## config.mk

```make
export PLATFORM = sky130hd
export DESIGN_NAME = keyword_token_lexer
export DESIGN_NICKNAME = d
export VERILOG_FILES = /design/src/kwl_pkg.sv /design/src/kwl_front.sv /design/src/kwl_queue.sv /design/src/kwl_back.sv /design/src/keyword_token_lexer.sv
export VERILOG_INCLUDE_DIRS = /design/src /design/src/src
export SDC_FILE = /design/constraint.sdc
export NUM_CORES = 2
export LEC_CHECK = 0
export ABC_AREA = 1
export BUFFER_PORTS_ARGS = -buffer_cell sky130_fd_sc_hd__buf_2
export CAP_MARGIN = 20
export CORE_MARGIN = 3
export CORE_UTILIZATION = 55
export CTS_CLUSTER_SIZE = 12
export DETAILED_ROUTE_END_ITERATION = 16
export GPL_TIMING_DRIVEN = 0
export PLACE_DENSITY = 0.79
export SETUP_SLACK_MARGIN = 0.4
export SLEW_MARGIN = 10
export SYNTH_ARGS = -nofsm -noshare
export SYNTH_HDL_FRONTEND = slang
export SYNTH_SLANG_ARGS = --single-unit
```

## constraint.sdc

```tcl
create_clock -name clk -period 18.1 [get_ports clk]
set_input_delay 3.62 -clock clk [delete_from_list [all_inputs] [get_ports clk]]
set_output_delay 3.62 -clock clk [all_outputs]
set_load 0.1 [all_outputs]
```

## src/assert_macros.svh

```systemverilog
// Assertion macros shared by the lexer RTL.
// Define ASSERT_OFF to compile the checks out.
`ifndef ASSERT_MACROS_SVH
`define ASSERT_MACROS_SVH

`ifndef ASSERT_OFF

// Check that is switched off while reset is asserted.
`define KWL_ASSERT(lbl, clk, rst_n, prop, msg) \
  lbl: assert property (@(posedge clk) disable iff (!rst_n) prop) else $error(msg);

// Check that also runs through reset.
`define KWL_ASSERT_ALWAYS(lbl, clk, prop, msg) \
  lbl: assert property (@(posedge clk) prop) else $error(msg);

`else

`define KWL_ASSERT(lbl, clk, rst_n, prop, msg)
`define KWL_ASSERT_ALWAYS(lbl, clk, prop, msg)

`endif

`endif

```

## src/kwl_pkg.sv

```systemverilog
package kwl_pkg;

  // Identifier buffer size and the widths that follow from it.
  localparam int IDENT_MAX  = 16;
  localparam int IDX_W      = $clog2(IDENT_MAX);
  localparam int CNT_W      = $clog2(IDENT_MAX + 1);
  localparam int MAX_CHUNKS = (IDENT_MAX + 7) / 8;
  localparam int CHUNK_W    = $clog2(MAX_CHUNKS + 1);
  localparam int CHARS_W    = MAX_CHUNKS * 64;

  // Run queue between the scanner and the token emitter.
  localparam int QDEPTH = 4;
  localparam int QPTR_W = $clog2(QDEPTH);
  localparam int QCNT_W = $clog2(QDEPTH + 1);

  // Token kinds.
  localparam logic [4:0] TK_PROC   = 5'd0;
  localparam logic [4:0] TK_STRUCT = 5'd1;
  localparam logic [4:0] TK_REF    = 5'd2;
  localparam logic [4:0] TK_WHILE  = 5'd3;
  localparam logic [4:0] TK_IF     = 5'd4;
  localparam logic [4:0] TK_ELSE   = 5'd5;
  localparam logic [4:0] TK_END    = 5'd6;
  localparam logic [4:0] TK_NL     = 5'd7;
  localparam logic [4:0] TK_LP     = 5'd8;
  localparam logic [4:0] TK_RP     = 5'd9;
  localparam logic [4:0] TK_LB     = 5'd10;
  localparam logic [4:0] TK_RB     = 5'd11;
  localparam logic [4:0] TK_EQ     = 5'd12;
  localparam logic [4:0] TK_COMMA  = 5'd13;
  localparam logic [4:0] TK_ARROW  = 5'd14;
  localparam logic [4:0] TK_IF0    = 5'd15;
  localparam logic [4:0] TK_NUM    = 5'd16;
  localparam logic [4:0] TK_ID     = 5'd17;
  localparam logic [4:0] TK_EOF    = 5'd18;
  localparam logic [4:0] TK_BINOP  = 5'd19;
  localparam logic [4:0] TK_ERR    = 5'd20;

  // Keyword table, first character in the low byte, zero padded.
  localparam int KW_NUM = 8;
  localparam logic [47:0] KW_TEXT [KW_NUM] = '{
    48'h0000_636f_7270,  // proc
    48'h7463_7572_7473,  // struct
    48'h0000_0066_6572,  // ref
    48'h0065_6c69_6877,  // while
    48'h0000_0000_6669,  // if
    48'h0000_6573_6c65,  // else
    48'h0000_0064_6e65,  // end
    48'h0000_0030_6669   // if0
  };
  localparam logic [2:0] KW_LEN [KW_NUM] = '{
    3'd4, 3'd6, 3'd3, 3'd5, 3'd2, 3'd4, 3'd3, 3'd3
  };
  localparam logic [4:0] KW_KIND [KW_NUM] = '{
    TK_PROC, TK_STRUCT, TK_REF, TK_WHILE, TK_IF, TK_ELSE, TK_END, TK_IF0
  };

  typedef enum logic [2:0] {
    MODE_IDLE,
    MODE_NUM,
    MODE_IDENT,
    MODE_MINUS,
    MODE_SLASH,
    MODE_COMMENT,
    MODE_ERROR
  } mode_t;

  // Up to two tokens caused by one input beat: a pending token closed by
  // this byte (a), then the token of the byte itself or EOF (b).
  typedef struct packed {
    logic               a_vld;
    logic [4:0]         a_kind;
    logic [31:0]        a_value;
    logic [CHARS_W-1:0] a_chars;
    logic [4:0]         a_len;
    logic [CHUNK_W-1:0] a_last;
    logic [15:0]        a_line;
    logic [15:0]        a_col;
    logic               b_vld;
    logic [4:0]         b_kind;
    logic [31:0]        b_value;
    logic [15:0]        b_line;
    logic [15:0]        b_col;
  } run_t;

  typedef struct packed {
    logic full;
    logic empty;
  } q_stat_t;

  typedef struct packed {
    logic [4:0]  kind;
    logic [31:0] value;
    logic [63:0] chars;
    logic [4:0]  len;
    logic        chunk;
    logic [15:0] line;
    logic [15:0] col;
    logic        last;
  } res_t;

endpackage

```

## src/kwl_front.sv

```systemverilog
module kwl_front
  import kwl_pkg::*;
(
  input  logic    clk,
  input  logic    rst_n,
  input  logic    in_tvalid,
  output logic    in_tready,
  input  logic    in_tuser,
  input  logic [7:0] in_tdata,
  input  q_stat_t q_stat,
  output logic    q_push,
  output run_t    q_run
);

  localparam logic [7:0] CH_TAB    = 8'h09;
  localparam logic [7:0] CH_NL     = 8'h0A;
  localparam logic [7:0] CH_VT     = 8'h0B;
  localparam logic [7:0] CH_FF     = 8'h0C;
  localparam logic [7:0] CH_CR     = 8'h0D;
  localparam logic [7:0] CH_SPACE  = 8'h20;
  localparam logic [7:0] CH_LPAREN = 8'h28;
  localparam logic [7:0] CH_RPAREN = 8'h29;
  localparam logic [7:0] CH_STAR   = 8'h2A;
  localparam logic [7:0] CH_PLUS   = 8'h2B;
  localparam logic [7:0] CH_COMMA  = 8'h2C;
  localparam logic [7:0] CH_MINUS  = 8'h2D;
  localparam logic [7:0] CH_SLASH  = 8'h2F;
  localparam logic [7:0] CH_ZERO   = 8'h30;
  localparam logic [7:0] CH_EQUAL  = 8'h3D;
  localparam logic [7:0] CH_GT     = 8'h3E;
  localparam logic [7:0] CH_LBRACK = 8'h5B;
  localparam logic [7:0] CH_RBRACK = 8'h5D;

  function automatic logic is_digit(input logic [7:0] c);
    return (c >= 8'h30) && (c <= 8'h39);
  endfunction

  function automatic logic is_alpha(input logic [7:0] c);
    return ((c >= 8'h61) && (c <= 8'h7A)) || ((c >= 8'h41) && (c <= 8'h5A));
  endfunction

  mode_t       mode_r, mode_nxt;
  logic [31:0] acc_r, acc_nxt;
  logic [CNT_W-1:0] cnt_r, cnt_nxt;
  logic [15:0] line_r, line_nxt;
  logic [15:0] col_r, col_nxt;
  logic [15:0] st_line_r, st_line_nxt;
  logic [15:0] st_col_r, st_col_nxt;
  logic [7:0]  buf_r [IDENT_MAX];

  logic             accept;
  logic [7:0]       ch;
  logic             buf_we;
  logic [IDX_W-1:0] buf_idx;
  logic [15:0]      col_inc;
  logic [15:0]      line_inc;
  logic [31:0]      digit;

  // Token closed by the current byte.
  logic               ft_vld;
  logic [4:0]         ft_kind;
  logic [31:0]        ft_value;
  logic [CHARS_W-1:0] ft_chars;
  logic [CHARS_W-1:0] word;
  logic [4:0]         ft_len;
  logic [CHUNK_W-1:0] ft_last;
  logic [CNT_W:0]     chunk_sum;
  logic [CNT_W:0]     n_chunks;
  logic               kw_hit;
  logic [4:0]         kw_kind;

  // Handling of the byte as a fresh byte.
  logic        fr_emit;
  logic [4:0]  fr_kind;
  logic [31:0] fr_value;
  mode_t       fr_mode;
  logic        fr_start;
  logic        fr_col;
  logic        fr_newline;
  logic        use_fresh;
  logic        do_flush;

  assign in_tready = !q_stat.full;
  assign accept    = in_tvalid && in_tready;
  assign ch        = in_tdata;
  assign col_inc   = (col_r != 16'hFFFF) ? col_r + 16'd1 : col_r;
  assign line_inc  = (line_r != 16'hFFFF) ? line_r + 16'd1 : line_r;
  assign digit     = 32'(ch - CH_ZERO);

  // Pending token and keyword lookup.
  always_comb begin
    word = '0;
    for (int i = 0; i < IDENT_MAX; i++) begin
      if (CNT_W'(i) < cnt_r) begin
        word[i*8 +: 8] = buf_r[i];
      end
    end
    kw_hit  = 1'b0;
    kw_kind = TK_ID;
    for (int k = 0; k < KW_NUM; k++) begin
      if (!kw_hit && cnt_r == CNT_W'(KW_LEN[k]) && word[47:0] == KW_TEXT[k]) begin
        kw_hit  = 1'b1;
        kw_kind = KW_KIND[k];
      end
    end
    chunk_sum = (CNT_W+1)'(cnt_r) + (CNT_W+1)'(7);
    n_chunks  = chunk_sum >> 3;

    ft_vld   = 1'b1;
    ft_kind  = TK_NUM;
    ft_value = '0;
    ft_chars = '0;
    ft_len   = '0;
    ft_last  = '0;
    unique case (mode_r)
      MODE_NUM: begin
        ft_value = acc_r;
      end
      MODE_IDENT: begin
        ft_kind = kw_kind;
        if (!kw_hit) begin
          ft_chars = word;
          ft_len   = 5'(cnt_r);
          ft_last  = CHUNK_W'(n_chunks - 1'b1);
        end
      end
      MODE_MINUS: begin
        ft_kind  = TK_BINOP;
        ft_value = 32'(CH_MINUS);
      end
      MODE_SLASH: begin
        ft_kind  = TK_BINOP;
        ft_value = 32'(CH_SLASH);
      end
      default: begin
        ft_vld = 1'b0;
      end
    endcase
  end

  // Classification of a byte that starts something new.
  always_comb begin
    fr_emit    = 1'b1;
    fr_kind    = TK_ERR;
    fr_value   = '0;
    fr_mode    = MODE_IDLE;
    fr_start   = 1'b0;
    fr_col     = 1'b1;
    fr_newline = 1'b0;
    unique case (ch)
      CH_SPACE, CH_TAB, CH_VT, CH_FF, CH_CR: fr_emit = 1'b0;
      CH_NL: begin
        fr_kind    = TK_NL;
        fr_col     = 1'b0;
        fr_newline = 1'b1;
      end
      CH_LPAREN: fr_kind = TK_LP;
      CH_RPAREN: fr_kind = TK_RP;
      CH_LBRACK: fr_kind = TK_LB;
      CH_RBRACK: fr_kind = TK_RB;
      CH_EQUAL:  fr_kind = TK_EQ;
      CH_COMMA:  fr_kind = TK_COMMA;
      CH_PLUS, CH_STAR: begin
        fr_kind  = TK_BINOP;
        fr_value = 32'(ch);
      end
      CH_MINUS: begin
        fr_emit  = 1'b0;
        fr_mode  = MODE_MINUS;
        fr_start = 1'b1;
      end
      CH_SLASH: begin
        fr_emit  = 1'b0;
        fr_mode  = MODE_SLASH;
        fr_start = 1'b1;
      end
      default: begin
        fr_start = 1'b1;
        if (is_digit(ch)) begin
          fr_emit = 1'b0;
          fr_mode = MODE_NUM;
        end else if (is_alpha(ch)) begin
          fr_emit = 1'b0;
          fr_mode = MODE_IDENT;
        end else begin
          fr_mode = MODE_ERROR;
          fr_col  = 1'b0;
        end
      end
    endcase
  end

  // Scanner step.
  always_comb begin
    mode_nxt    = mode_r;
    acc_nxt     = acc_r;
    cnt_nxt     = cnt_r;
    line_nxt    = line_r;
    col_nxt     = col_r;
    st_line_nxt = st_line_r;
    st_col_nxt  = st_col_r;
    buf_we      = 1'b0;
    buf_idx     = cnt_r[IDX_W-1:0];
    use_fresh   = 1'b0;
    do_flush    = 1'b0;
    q_run       = '0;

    if (accept) begin
      if (mode_r == MODE_ERROR) begin
        q_run.b_vld  = 1'b1;
        q_run.b_kind = TK_ERR;
        q_run.b_line = st_line_r;
        q_run.b_col  = st_col_r;
      end else if (in_tuser) begin
        do_flush     = 1'b1;
        q_run.b_vld  = 1'b1;
        q_run.b_kind = TK_EOF;
        q_run.b_line = line_r;
        q_run.b_col  = col_r;
        mode_nxt     = MODE_IDLE;
        acc_nxt      = '0;
        cnt_nxt      = '0;
        line_nxt     = 16'd1;
        col_nxt      = '0;
        st_line_nxt  = 16'd1;
        st_col_nxt   = '0;
      end else begin
        unique case (mode_r)
          MODE_COMMENT: begin
            if (ch == CH_NL) begin
              line_nxt = line_inc;
              col_nxt  = '0;
              mode_nxt = MODE_IDLE;
            end else begin
              col_nxt = col_inc;
            end
          end
          MODE_NUM: begin
            if (is_digit(ch)) begin
              acc_nxt = (acc_r << 3) + (acc_r << 1) + digit;
              col_nxt = col_inc;
            end else begin
              do_flush  = 1'b1;
              use_fresh = 1'b1;
            end
          end
          MODE_IDENT: begin
            if (is_digit(ch) || is_alpha(ch)) begin
              // Characters beyond the buffer only move the column.
              if (cnt_r < CNT_W'(IDENT_MAX)) begin
                buf_we  = 1'b1;
                cnt_nxt = cnt_r + 1'b1;
              end
              col_nxt = col_inc;
            end else begin
              do_flush  = 1'b1;
              use_fresh = 1'b1;
            end
          end
          MODE_MINUS: begin
            if (ch == CH_GT) begin
              q_run.b_vld  = 1'b1;
              q_run.b_kind = TK_ARROW;
              q_run.b_line = st_line_r;
              q_run.b_col  = st_col_r;
              col_nxt      = col_inc;
              mode_nxt     = MODE_IDLE;
            end else begin
              do_flush  = 1'b1;
              use_fresh = 1'b1;
            end
          end
          MODE_SLASH: begin
            if (ch == CH_SLASH) begin
              mode_nxt = MODE_COMMENT;
              col_nxt  = col_inc;
            end else begin
              do_flush  = 1'b1;
              use_fresh = 1'b1;
            end
          end
          default: begin
            use_fresh = 1'b1;
          end
        endcase

        if (use_fresh) begin
          mode_nxt = fr_mode;
          if (fr_start) begin
            st_line_nxt = line_r;
            st_col_nxt  = col_r;
          end
          if (fr_col) begin
            col_nxt = col_inc;
          end
          if (fr_newline) begin
            line_nxt = line_inc;
            col_nxt  = '0;
          end
          if (fr_mode == MODE_NUM) begin
            acc_nxt = digit;
          end
          if (fr_mode == MODE_IDENT) begin
            buf_we  = 1'b1;
            buf_idx = '0;
            cnt_nxt = CNT_W'(1);
          end
          q_run.b_vld   = fr_emit;
          q_run.b_kind  = fr_kind;
          q_run.b_value = fr_value;
          q_run.b_line  = line_r;
          q_run.b_col   = col_r;
        end
      end

      if (do_flush && ft_vld) begin
        q_run.a_vld   = 1'b1;
        q_run.a_kind  = ft_kind;
        q_run.a_value = ft_value;
        q_run.a_chars = ft_chars;
        q_run.a_len   = ft_len;
        q_run.a_last  = ft_last;
        q_run.a_line  = st_line_r;
        q_run.a_col   = st_col_r;
      end
    end
  end

  assign q_push = q_run.a_vld || q_run.b_vld;

  always_ff @(posedge clk) begin
    if (!rst_n) begin
      mode_r <= MODE_IDLE;
    end else begin
      mode_r <= mode_nxt;
    end
  end

  always_ff @(posedge clk) begin
    if (!rst_n) begin
      acc_r     <= '0;
      cnt_r     <= '0;
      line_r    <= 16'd1;
      col_r     <= '0;
      st_line_r <= 16'd1;
      st_col_r  <= '0;
    end else begin
      acc_r     <= acc_nxt;
      cnt_r     <= cnt_nxt;
      line_r    <= line_nxt;
      col_r     <= col_nxt;
      st_line_r <= st_line_nxt;
      st_col_r  <= st_col_nxt;
    end
  end

  always_ff @(posedge clk) begin
    if (buf_we) begin
      buf_r[buf_idx] <= ch;
    end
  end

endmodule

```

## src/kwl_queue.sv

```systemverilog
module kwl_queue
  import kwl_pkg::*;
(
  input  logic    clk,
  input  logic    rst_n,
  input  logic    push,
  input  run_t    push_run,
  input  logic    pop,
  output run_t    head,
  output q_stat_t stat
);

  run_t              mem_r [QDEPTH];
  logic [QPTR_W-1:0] wr_ptr_r, wr_ptr_nxt;
  logic [QPTR_W-1:0] rd_ptr_r, rd_ptr_nxt;
  logic [QCNT_W-1:0] count_r, count_nxt;
  logic              do_push;
  logic              do_pop;

  assign stat.full  = (count_r == QCNT_W'(QDEPTH));
  assign stat.empty = (count_r == '0);
  assign do_push    = push && !stat.full;
  assign do_pop     = pop && !stat.empty;
  assign head       = mem_r[rd_ptr_r];

  always_comb begin
    wr_ptr_nxt = do_push ? wr_ptr_r + 1'b1 : wr_ptr_r;
    rd_ptr_nxt = do_pop ? rd_ptr_r + 1'b1 : rd_ptr_r;
    count_nxt  = count_r;
    if (do_push && !do_pop) begin
      count_nxt = count_r + 1'b1;
    end else if (do_pop && !do_push) begin
      count_nxt = count_r - 1'b1;
    end
  end

  always_ff @(posedge clk) begin
    if (!rst_n) begin
      wr_ptr_r <= '0;
      rd_ptr_r <= '0;
      count_r  <= '0;
    end else begin
      wr_ptr_r <= wr_ptr_nxt;
      rd_ptr_r <= rd_ptr_nxt;
      count_r  <= count_nxt;
    end
  end

  always_ff @(posedge clk) begin
    if (do_push) begin
      mem_r[wr_ptr_r] <= push_run;
    end
  end

endmodule

```

## src/kwl_back.sv

```systemverilog
module kwl_back
  import kwl_pkg::*;
(
  input  logic    clk,
  input  logic    rst_n,
  input  run_t    head,
  input  q_stat_t q_stat,
  output logic    q_pop,
  output logic    res_vld,
  input  logic    res_rdy,
  output res_t    res
);

  logic               phase_b_r, phase_b_nxt;
  logic [CHUNK_W-1:0] chunk_r, chunk_nxt;
  logic               res_vld_r, res_vld_nxt;
  res_t               res_r;
  res_t               cur;
  logic               in_b;
  logic               a_done;
  logic               issue;
  logic [63:0]        chunk_chars;

  assign in_b   = phase_b_r || !head.a_vld;
  assign a_done = (chunk_r == head.a_last);
  assign issue  = !q_stat.empty && (!res_vld_r || res_rdy);
  assign q_pop  = issue && (in_b || (a_done && !head.b_vld));

  always_comb begin
    chunk_chars = '0;
    for (int k = 0; k < MAX_CHUNKS; k++) begin
      if (chunk_r == CHUNK_W'(k)) begin
        chunk_chars = head.a_chars[k*64 +: 64];
      end
    end

    if (in_b) begin
      cur.kind  = head.b_kind;
      cur.value = head.b_value;
      cur.chars = '0;
      cur.len   = '0;
      cur.chunk = 1'b0;
      cur.line  = head.b_line;
      cur.col   = head.b_col;
      cur.last  = 1'b1;
    end else begin
      cur.kind  = head.a_kind;
      cur.value = head.a_value;
      cur.chars = chunk_chars;
      cur.len   = head.a_len;
      cur.chunk = chunk_r[0];
      cur.line  = head.a_line;
      cur.col   = head.a_col;
      cur.last  = a_done && !head.b_vld;
    end

    phase_b_nxt = phase_b_r;
    chunk_nxt   = chunk_r;
    if (issue) begin
      if (in_b) begin
        phase_b_nxt = 1'b0;
        chunk_nxt   = '0;
      end else if (a_done) begin
        phase_b_nxt = head.b_vld;
        chunk_nxt   = '0;
      end else begin
        chunk_nxt = chunk_r + 1'b1;
      end
    end

    res_vld_nxt = res_vld_r;
    if (issue) begin
      res_vld_nxt = 1'b1;
    end else if (res_rdy) begin
      res_vld_nxt = 1'b0;
    end
  end

  always_ff @(posedge clk) begin
    if (!rst_n) begin
      phase_b_r <= 1'b0;
      chunk_r   <= '0;
      res_vld_r <= 1'b0;
    end else begin
      phase_b_r <= phase_b_nxt;
      chunk_r   <= chunk_nxt;
      res_vld_r <= res_vld_nxt;
    end
  end

  always_ff @(posedge clk) begin
    if (issue) begin
      res_r <= cur;
    end
  end

  assign res_vld = res_vld_r;
  assign res     = res_r;

endmodule

```

## src/keyword_token_lexer.sv

```systemverilog
// Channel  Dir  Ports                         Contents
// in       in   in_tvalid/in_tready           one source byte or the end marker per beat
//               in_tuser, in_tdata            see port comments
// out      out  out_tvalid/out_tready         one token per beat, last token of a run flagged
//               out_tuser, out_tdata, out_tlast
//
// The scanner takes one byte per cycle while the run queue has room.
// The emitter sends one token per cycle unless the output stalls; a byte that
// closes an identifier and emits another token gives it up to three tokens,
// which the four-entry run queue absorbs. Output stalls back up via the queue.
// Reset (rst_n low, synchronous) empties the queue and the output register
// and returns the scanner to line 1, column 0.
`include "assert_macros.svh"

module keyword_token_lexer
  import kwl_pkg::*;
(
  input  logic         clk,
  input  logic         rst_n,
  input  logic         in_tvalid,
  output logic         in_tready,
  input  logic [7:0]   in_tdata,   // [7:0] src_byte
  input  logic         in_tuser,   // [0] req_type
  output logic         out_tvalid,
  input  logic         out_tready,
  output logic [135:0] out_tdata,  // [31:0] token_value, [95:32] ident_chars,
                                   // [100:96] ident_length, [101] chunk_index,
                                   // [117:102] line_number, [133:118] column_number
  output logic [4:0]   out_tuser,  // [4:0] token_kind
  output logic         out_tlast   // last_of_run
);

  q_stat_t q_stat;
  logic    q_push;
  logic    q_pop;
  run_t    run;
  run_t    head;
  res_t    res;

  kwl_front u_front (
    .clk       (clk),
    .rst_n     (rst_n),
    .in_tvalid (in_tvalid),
    .in_tready (in_tready),
    .in_tuser  (in_tuser),
    .in_tdata  (in_tdata),
    .q_stat    (q_stat),
    .q_push    (q_push),
    .q_run     (run)
  );

  kwl_queue u_queue (
    .clk      (clk),
    .rst_n    (rst_n),
    .push     (q_push),
    .push_run (run),
    .pop      (q_pop),
    .head     (head),
    .stat     (q_stat)
  );

  kwl_back u_back (
    .clk     (clk),
    .rst_n   (rst_n),
    .head    (head),
    .q_stat  (q_stat),
    .q_pop   (q_pop),
    .res_vld (out_tvalid),
    .res_rdy (out_tready),
    .res     (res)
  );

  assign out_tdata = {2'b00, res.col, res.line, res.chunk, res.len, res.chars, res.value};
  assign out_tuser = res.kind;
  assign out_tlast = res.last;

  `KWL_ASSERT_ALWAYS(a_reset_clears, clk, !rst_n |=> !out_tvalid && in_tready, "reset left tokens pending")
  `KWL_ASSERT(a_run_nonempty, clk, rst_n, q_push |-> run.a_vld || run.b_vld, "empty run pushed")
  `KWL_ASSERT(a_no_pop_empty, clk, rst_n, q_pop |-> !q_stat.empty, "pop from empty run queue")
  `KWL_ASSERT(a_final_kinds, clk, rst_n, out_tvalid && (out_tuser == TK_ERR || out_tuser == TK_EOF) |-> out_tlast, "error or EOF token not last of run")

endmodule
```

Word-level counts from Yosys, hierarchy flattened. Memory sizes are Yosys's and may differ from the RTL's. A register that Yosys moved wholly into a read port is not among the register bits. Index checks and enable logic that the tools add are counted.

Register bits: 255. Memory bits (writable): 1228. Input port bits: 13. Output and inout port bits: 144. Word-level logic and storage cells: 320. Memories: 2.

Add/sub/neg operators: 13. Magnitude comparators: 23. Equality and inequality tests: 47. Muxes and demuxes: 148. Bitwise logic cells: 1. Reduce and logical (&&, ||, !) cells: 65.

Memories: u_queue.mem_r (depth 4, bits a word 275, rd ports 1, clocked after Yosys merged registers in 1, wr ports 1, RTL line kwl_queue.sv:13) `run_t mem_r [QDEPTH];`; u_front.buf_r (depth 16, bits a word 8, rd ports 16, clocked after Yosys merged registers in 0, wr ports 1, RTL line kwl_front.sv:49) `logic [7:0] buf_r [IDENT_MAX];`.

Operator list (number): 2-to-1 mux 16 bit (22); 2-to-1 mux 32 bit (11); 2-to-1 mux 275 bit (1); 2-to-1 mux 128 bit (2); 2-to-1 mux 205 bit (1); 2-to-1 mux 140 bit (1); 2-to-1 mux 8 bit (17); 2-to-1 mux 64 bit (2); equality test 48 x 23 -> 1 bit, second input constant (2); equality test 48 x 31 -> 1 bit, second input constant (2); one-hot mux 32 bit (3 select lines) (1); equality test 8 x 6 -> 1 bit, second input constant (10); 2-to-1 mux 5 bit (16); one-hot mux 16 bit (5 select lines) (1); 2-to-1 mux 70 bit (1); adder 32 bit (2); equality test 48 x 15 -> 1 bit, second input constant (1); equality test 48 x 22 -> 1 bit, second input constant (1); equality test 48 x 39 -> 1 bit, second input constant (1); equality test 48 x 47 -> 1 bit, second input constant (1); equality test 8 x 4 -> 1 bit, second input constant (5); less-than comparator 4 x 5 -> 1 bit, first input constant (8); 2-to-1 mux 1 bit (40); one-hot mux 5 bit (8 select lines) (1); other kinds (53) (147).

Longest topological paths before layout.
Depth in word-level cells: 43. Depth in mapped cells: 24. Gate-level depth less buffers: 24.

By module. Synthesis repeated with hierarchy kept, for this count alone.

Cell total of the unflattened synthesis: 5946. Area, all modules: 64719.6 µm².

Modules (own cells, without submodules): kwl_queue (instances 1, cells an instance 2728, area an instance 40983.1 µm², seq. area each 33211.9 µm²); kwl_front (instances 1, cells an instance 2586, area an instance 17465.5 µm², seq. area each 5925.7 µm²); kwl_back (instances 1, cells an instance 629, area an instance 6252.2 µm², seq. area each 4284.1 µm²); keyword_token_lexer (instances 1, cells an instance 3, area an instance 18.8 µm², seq. area each 0.0 µm²).

Worst setup path before layout. No wires, ideal clock.

Path kind: in2reg. Start point: in in_tdata[1]. End point: mem u_queue.mem_r[0][0] (netlist bit), enable pin. Library setup time: 0.866 ns. Arrival: 15.521 ns. Required time: 17.234 ns. Path slack: 1.712 ns. Stages: 17. Cells stage by stage: buf_2 > inv_1 > nor2_1 > nand2_1 > nor3_1 > nor2_1 > nand2_1 > nor2_2 > nand2_1 > o21ai_0 > nand2_1 > nand2_1 > nand2_1 > nand2_1 > nand2_1 > inv_1 > nor2_1.

Cells in the longest elaborated chain, start to end: 17.

Ends and longest elaborated chain: start, declared (RTL line keyword_token_lexer.sv:22) `input logic [7:0] in_tdata,`; >= comparator 8 x 7 -> 1 bit or less-or-equal comparator 8 x 7 -> 1 bit (tied branches) (RTL line kwl_front.sv:39) `return ((c >= 8'h61) && (c <= 8'h7A)) || ((c >= 8'h41) && (c <= 8'h5A));`; logical AND 1 bit (RTL line kwl_front.sv:39); logical OR 1 bit (RTL line kwl_front.sv:39); logical OR 1 bit (RTL line kwl_front.sv:248) `if (is_digit(ch) || is_alpha(ch)) begin`; 2-to-1 mux 1 bit (RTL line kwl_front.sv:248); one-hot mux 1 bit (5 select lines) (RTL line kwl_front.sv:228) `unique case (mode_r)`; 2-to-1 mux 1 bit (RTL line kwl_front.sv:214) `end else if (in_tuser) begin`; 2-to-1 mux 1 bit (RTL line kwl_front.sv:209) `if (mode_r == MODE_ERROR) begin`; (+2 left out); 2-to-1 mux 6 bit (RTL line kwl_front.sv:214); 2-to-1 mux 6 bit (RTL line kwl_front.sv:209); 2-to-1 mux 275 bit (*) (RTL line kwl_front.sv:208) `if (accept) begin`; logical OR 1 bit (*) (RTL line kwl_front.sv:329) `assign q_push = q_run.a_vld || q_run.b_vld;`; logical AND 1 bit (*) (RTL line kwl_queue.sv:22) `assign do_push = push && !stat.full;`; via u_queue.do_push (RTL line kwl_queue.sv:17) `logic do_push;`; 2-to-1 mux 1 bit (*) (RTL line kwl_queue.sv:50) `if (do_push) begin`; 2-to-1 mux 1 bit (not written as such) (*) (RTL line kwl_queue.sv:51) `mem_r[wr_ptr_r] <= push_run;`; end, declared (RTL line kwl_queue.sv:13).

Mark *: on every way through the listed nets, which the timed path passes. The rest lies on a longest branch. The select of a mux whose other input is x is not followed.

Worst setup path in the final report.
Start point: in in_tdata[4]. End point: mem u_queue.mem_r[1][202] (netlist bit), enable pin.

The elaborated chain is that of the path after synthesis.

==> run_summary.xml <==
<?xml version="1.0" encoding="UTF-8"?>
<metrics>
  <group name="cells_and_area">
    <metric name="drive_above_1_share" unit="">0.09121</metric>
    <metric name="syn_to_final_growth" unit="%">13.98</metric>
    <metric name="postLayoutCoreUtil" unit="">0.6368</metric>
    <metric name="nets" unit="">5976</metric>
  </group>
  <group name="clock_tree">
    <metric name="clock_tree.root_cell" unit="">clkbuf_16</metric>
    <metric name="tritoncts" unit="">built</metric>
    <metric name="clkLatencyLatePin" unit="ps">780</metric>
    <metric name="clock_tree.htree_level_count" unit="">4</metric>
    <metric name="cts_resized" unit="">0</metric>
    <metric name="tritoncts_buffer_count" unit="">145</metric>
    <metric name="clk_pin_slew" unit="ps">50</metric>
    <metric name="clock_sinks" unit="">1389</metric>
    <metric name="cts_hold_buf" unit="">0</metric>
    <metric name="cts_setup_buffers" unit="">0</metric>
    <metric name="cts_buffer_depth" unit="">3</metric>
  </group>
  <group name="grt">
    <metric name="grt_first_pass_wirelength" unit="um">268000</metric>
    <metric name="antenna_found_initial" unit="">4</metric>
    <metric name="grt_pass1_vias" unit="">43740</metric>
    <metric name="grt.overflow.total" unit="">0</metric>
    <metric name="gr_util_all_layers" unit="">0.3166</metric>
    <metric name="grt_start_max_net_pins" unit="">29</metric>
  </group>
  <group name="pwr">
    <metric name="power_per_cell_area" unit="nW/um2">167.8</metric>
    <metric name="design_power_total" unit="mW">11.52</metric>
    <metric name="vdd.ir_drop.worst" unit="mV">0.1385</metric>
    <metric name="leakage" unit="nW">23.94</metric>
  </group>
  <group name="worst_setup_path">
    <metric name="worst_setup_path_startpoint" unit="">in_tdata[4]</metric>
    <metric name="critical_path.slowest_cell" unit="">buf_2</metric>
    <metric name="crit_chain" unit="">buf_2 &gt; inv_1 &gt; ha_1 &gt; nand2_2 &gt; nor2_2 &gt; nand3_1 &gt; nand2_1 &gt; nand2_1 &gt; inv_1 &gt; nand4_1 &gt; nand2_1 &gt; inv_1 &gt; nand2_1 &gt; nand2_1 &gt; inv_1 &gt; nor2_4 &gt; buf_16 &gt; buf_12 &gt; buf_12 &gt; buf_12 &gt; buf_16</metric>
    <metric name="critPathMostFrequentCell" unit="">nand2_1</metric>
    <metric name="timing.critical_path.to_type" unit="">flip-flop</metric>
    <metric name="reg2reg_depth" unit="">15</metric>
    <metric name="critPathRequiredTime" unit="ps">18570</metric>
    <metric name="timing.critical_path.fanout_max" unit="">24</metric>
    <metric name="worst-path-buf-inv" unit="">10</metric>
    <metric name="cp_data_arrival_time" unit="ps">8900</metric>
    <metric name="cp_slowest_stage_delay" unit="ps">690</metric>
    <metric name="timing.critical_path.max_delay_family" unit="">buffers and inverters</metric>
    <metric name="critical_register_to_register_path_startpoint" unit="">u_queue.count_r[0]$_SDFFE_PN0P_</metric>
    <metric name="critical_path_depth" unit="">21</metric>
    <metric name="path_class" unit="">in -&gt; reg</metric>
    <metric name="critical_path.startpoint_type" unit="">input port</metric>
  </group>
  <group name="logic_synthesis">
    <metric name="number_of_enable_flip_flop_cells_after_synthesis" unit="">1272</metric>
    <metric name="async_flop_share" unit="">0</metric>
    <metric name="avgSynthCellArea" unit="um2">10.93</metric>
    <metric name="synth_area" unit="um2">60230</metric>
    <metric name="yosys_register_bits" unit="">1389</metric>
    <metric name="count_of_unique_library_cells_instantiated_by_yosys" unit="">56</metric>
    <metric name="yosysSeqAreaShare" unit="">0.6731</metric>
    <metric name="yosys_warnings" unit="">0</metric>
    <metric name="yosys_most_used_dff" unit="">edfxtp_1</metric>
    <metric name="syn_inst_count" unit="">5510</metric>
  </group>
  <group name="timing">
    <metric name="fin_crit" unit="ps">8439</metric>
    <metric name="fraction_of_the_cycle_the_final_worst_path_needs" unit="">0.4662</metric>
    <metric name="slew_headroom" unit="">0.1760</metric>
    <metric name="finalSetupViolCount" unit="">0</metric>
    <metric name="layout_setup_ws" unit="ps">9661</metric>
    <metric name="fin_worst_skew" unit="ps">50.69</metric>
    <metric name="report.final.slew_viol_count" unit="">0</metric>
    <metric name="timing.fmax" unit="MHz">118.5</metric>
    <metric name="rsz0062_at_grt" unit="">false</metric>
    <metric name="hold_viol" unit="">0</metric>
    <metric name="tightest_slew" unit="ps">1236</metric>
  </group>
  <group name="run">
    <metric name="maxCapViolations" unit="">0</metric>
  </group>
  <group name="placement">
    <metric name="port_buffer_count" unit="">154</metric>
    <metric name="dp_hpwl" unit="um">123700</metric>
    <metric name="routabilityCongestion" unit="">0.9649</metric>
    <metric name="place_ws" unit="ps">9088</metric>
  </group>
  <group name="die">
    <metric name="fp.dieArea" unit="um2">113500</metric>
    <metric name="placementRows" unit="">120</metric>
    <metric name="io-pin-count" unit="">157</metric>
    <metric name="die_x_extent" unit="um">336.9</metric>
    <metric name="starting_density_of_the_core" unit="">0.5587</metric>
    <metric name="fp.coreArea" unit="um2">107800</metric>
    <metric name="die_y" unit="um">336.9</metric>
  </group>
  <group name="drt">
    <metric name="avgViaCountPerCell" unit="">6.230</metric>
    <metric name="routed_wl" unit="um">181900</metric>
    <metric name="firstDrtPassIters" unit="">7</metric>
    <metric name="drtAntennaViolNets" unit="">0</metric>
    <metric name="route.vias.total" unit="">45990</metric>
    <metric name="detailedRoute.firstIterationViolations" unit="">6687</metric>
    <metric name="drc" unit="">0</metric>
    <metric name="route.detailed.wl_per_inst" unit="um">24.64</metric>
  </group>
  <group name="min_path">
    <metric name="whs_path_depth" unit="">2</metric>
    <metric name="hold_path_startpoint" unit="">u_queue.rd_ptr_r[1]$_SDFFE_PN0P_</metric>
    <metric name="hold_class" unit="">reg -&gt; reg</metric>
  </group>
  <group name="outcome">
    <metric name="outcome" unit="">completed</metric>
  </group>
</metrics>
==> through the flow <==
stage / TNS, ps / cell area (um2) / cells / hold WS, ps
floorplan: 0 / 60280 / 5523 / 436.4
global route: 0 / 68640 / 7379 / 500.1
global placement: -8341750 / 62800 / 7080 / 450.5
finish: 0 / 68650 / 7383 / 469.1
CTS: 0 / 68630 / 7377 / 469.3
detailed placement: 0 / 64140 / 7138 / 462.0
==> synth_stat cells, drive strengths merged, types with 38 or more instances <==
master / count / area (um2)
a31oi: 48 / 300.3
ha: 50 / 625.6
nand2: 615 / 2347
nor2: 1089 / 4149
edfxtp: 1272 / 38200
a21oi: 348 / 1745
nor3: 77 / 560.5
inv: 268 / 1006
o21ai: 689 / 3448
nand4: 38 / 262.8
o22ai: 178 / 1114
dfxtp: 117 / 2342
nand3: 261 / 1329
buf: 61 / 379.1
clkbuf: 263 / 988.4
==> layout by cell type (no fill, tap or decap), types with 117 or more instances in the layout <==
| master | count |
|---|---|
| o21ai_0 | 675 |
| inv_1 | 255 |
| nand3_1 | 258 |
| buf_2 | 179 |
| o22ai_1 | 178 |
| clkbuf_16 | 145 |
| edfxtp_1 | 1272 |
| dfxtp_1 | 117 |
| clkbuf_1 | 296 |
| a21oi_1 | 347 |
| nand2_1 | 605 |
| nor2_1 | 1072 |
==> cell type report <==
class / count / area (um2)
Antenna cell: 5 / 12.51
Buffer: 324 / 1375
Clock buffer: 188 / 3820
Clock inverter: 51 / 669.4
Fill cell: 7932 / 39160
Inverter: 272 / 1022
Multi-Input combinational cell: 3538 / 17400
Sequential cell: 1389 / 40540
Tap cell: 1403 / 1755
Timing Repair Buffer: 213 / 2051
==> tightest hold or removal path, delay by kind of cell (launching register included) <==
| family | cells | cell delay [ps] |
|---|---|---|
| flops | 1 | 300 |
| compound gates | 1 | 70 |
| buf+inv | 1 | 50 |
==> kinds of logic after synthesis <==
| group | synth area share |
|---|---|
| fa+ha+maj | 0.02036 |
| buf+inv | 0.03968 |
| flops | 0.6731 |
| other cells | 0.00006226 |
| simple gates | 0.1474 |
| xor+xnor | 0.005090 |
| compound gates | 0.1143 |
==> registers in the layout, summed over array words and instances (netlist names), named ones only <==
name / flops
u_back.res: 140
u_back.res_vld: 1
u_front.col_r: 16
u_queue.rd_ptr_r: 2
u_back.phase_b_r: 1
u_front.buf_r: 128
u_back.chunk_r: 2
u_front.acc_r: 32
u_queue.mem_r: 1004
u_front.mode_r: 3
u_queue.count_r: 3
u_front.line_r: 16
u_front.st_col_r: 16
u_front.st_line_r: 16
u_front.cnt_r: 5
u_queue.wr_ptr_r: 2
==> per-layer routing <==
metal	routed length [um]	track usage	vias to the layer above
li1	-	-	20240
met1	67550	0.4225	21960
met2	83140	0.4933	3219
met3	20630	0.06259	574
met4	10570	0.1709	4
met5	28	0	-
==> worst paths after layout <==
path                                                         to  slack, ps
worst min register to register                        flip-flop        470
worst max register to register  u_queue.mem_r[1][202]$_DFFE_PP_      13110
worst max-delay path            u_queue.mem_r[1][202]$_DFFE_PP_       9660
worst min-delay path                                  flip-flop        470
==> where the power goes <==
group          internal (mW)  switching, mW
clock network           1.60           1.25
registers               4.24          0.148
logic                  0.865           3.42
No activity file was read; power rests on OpenSTA's default activity.
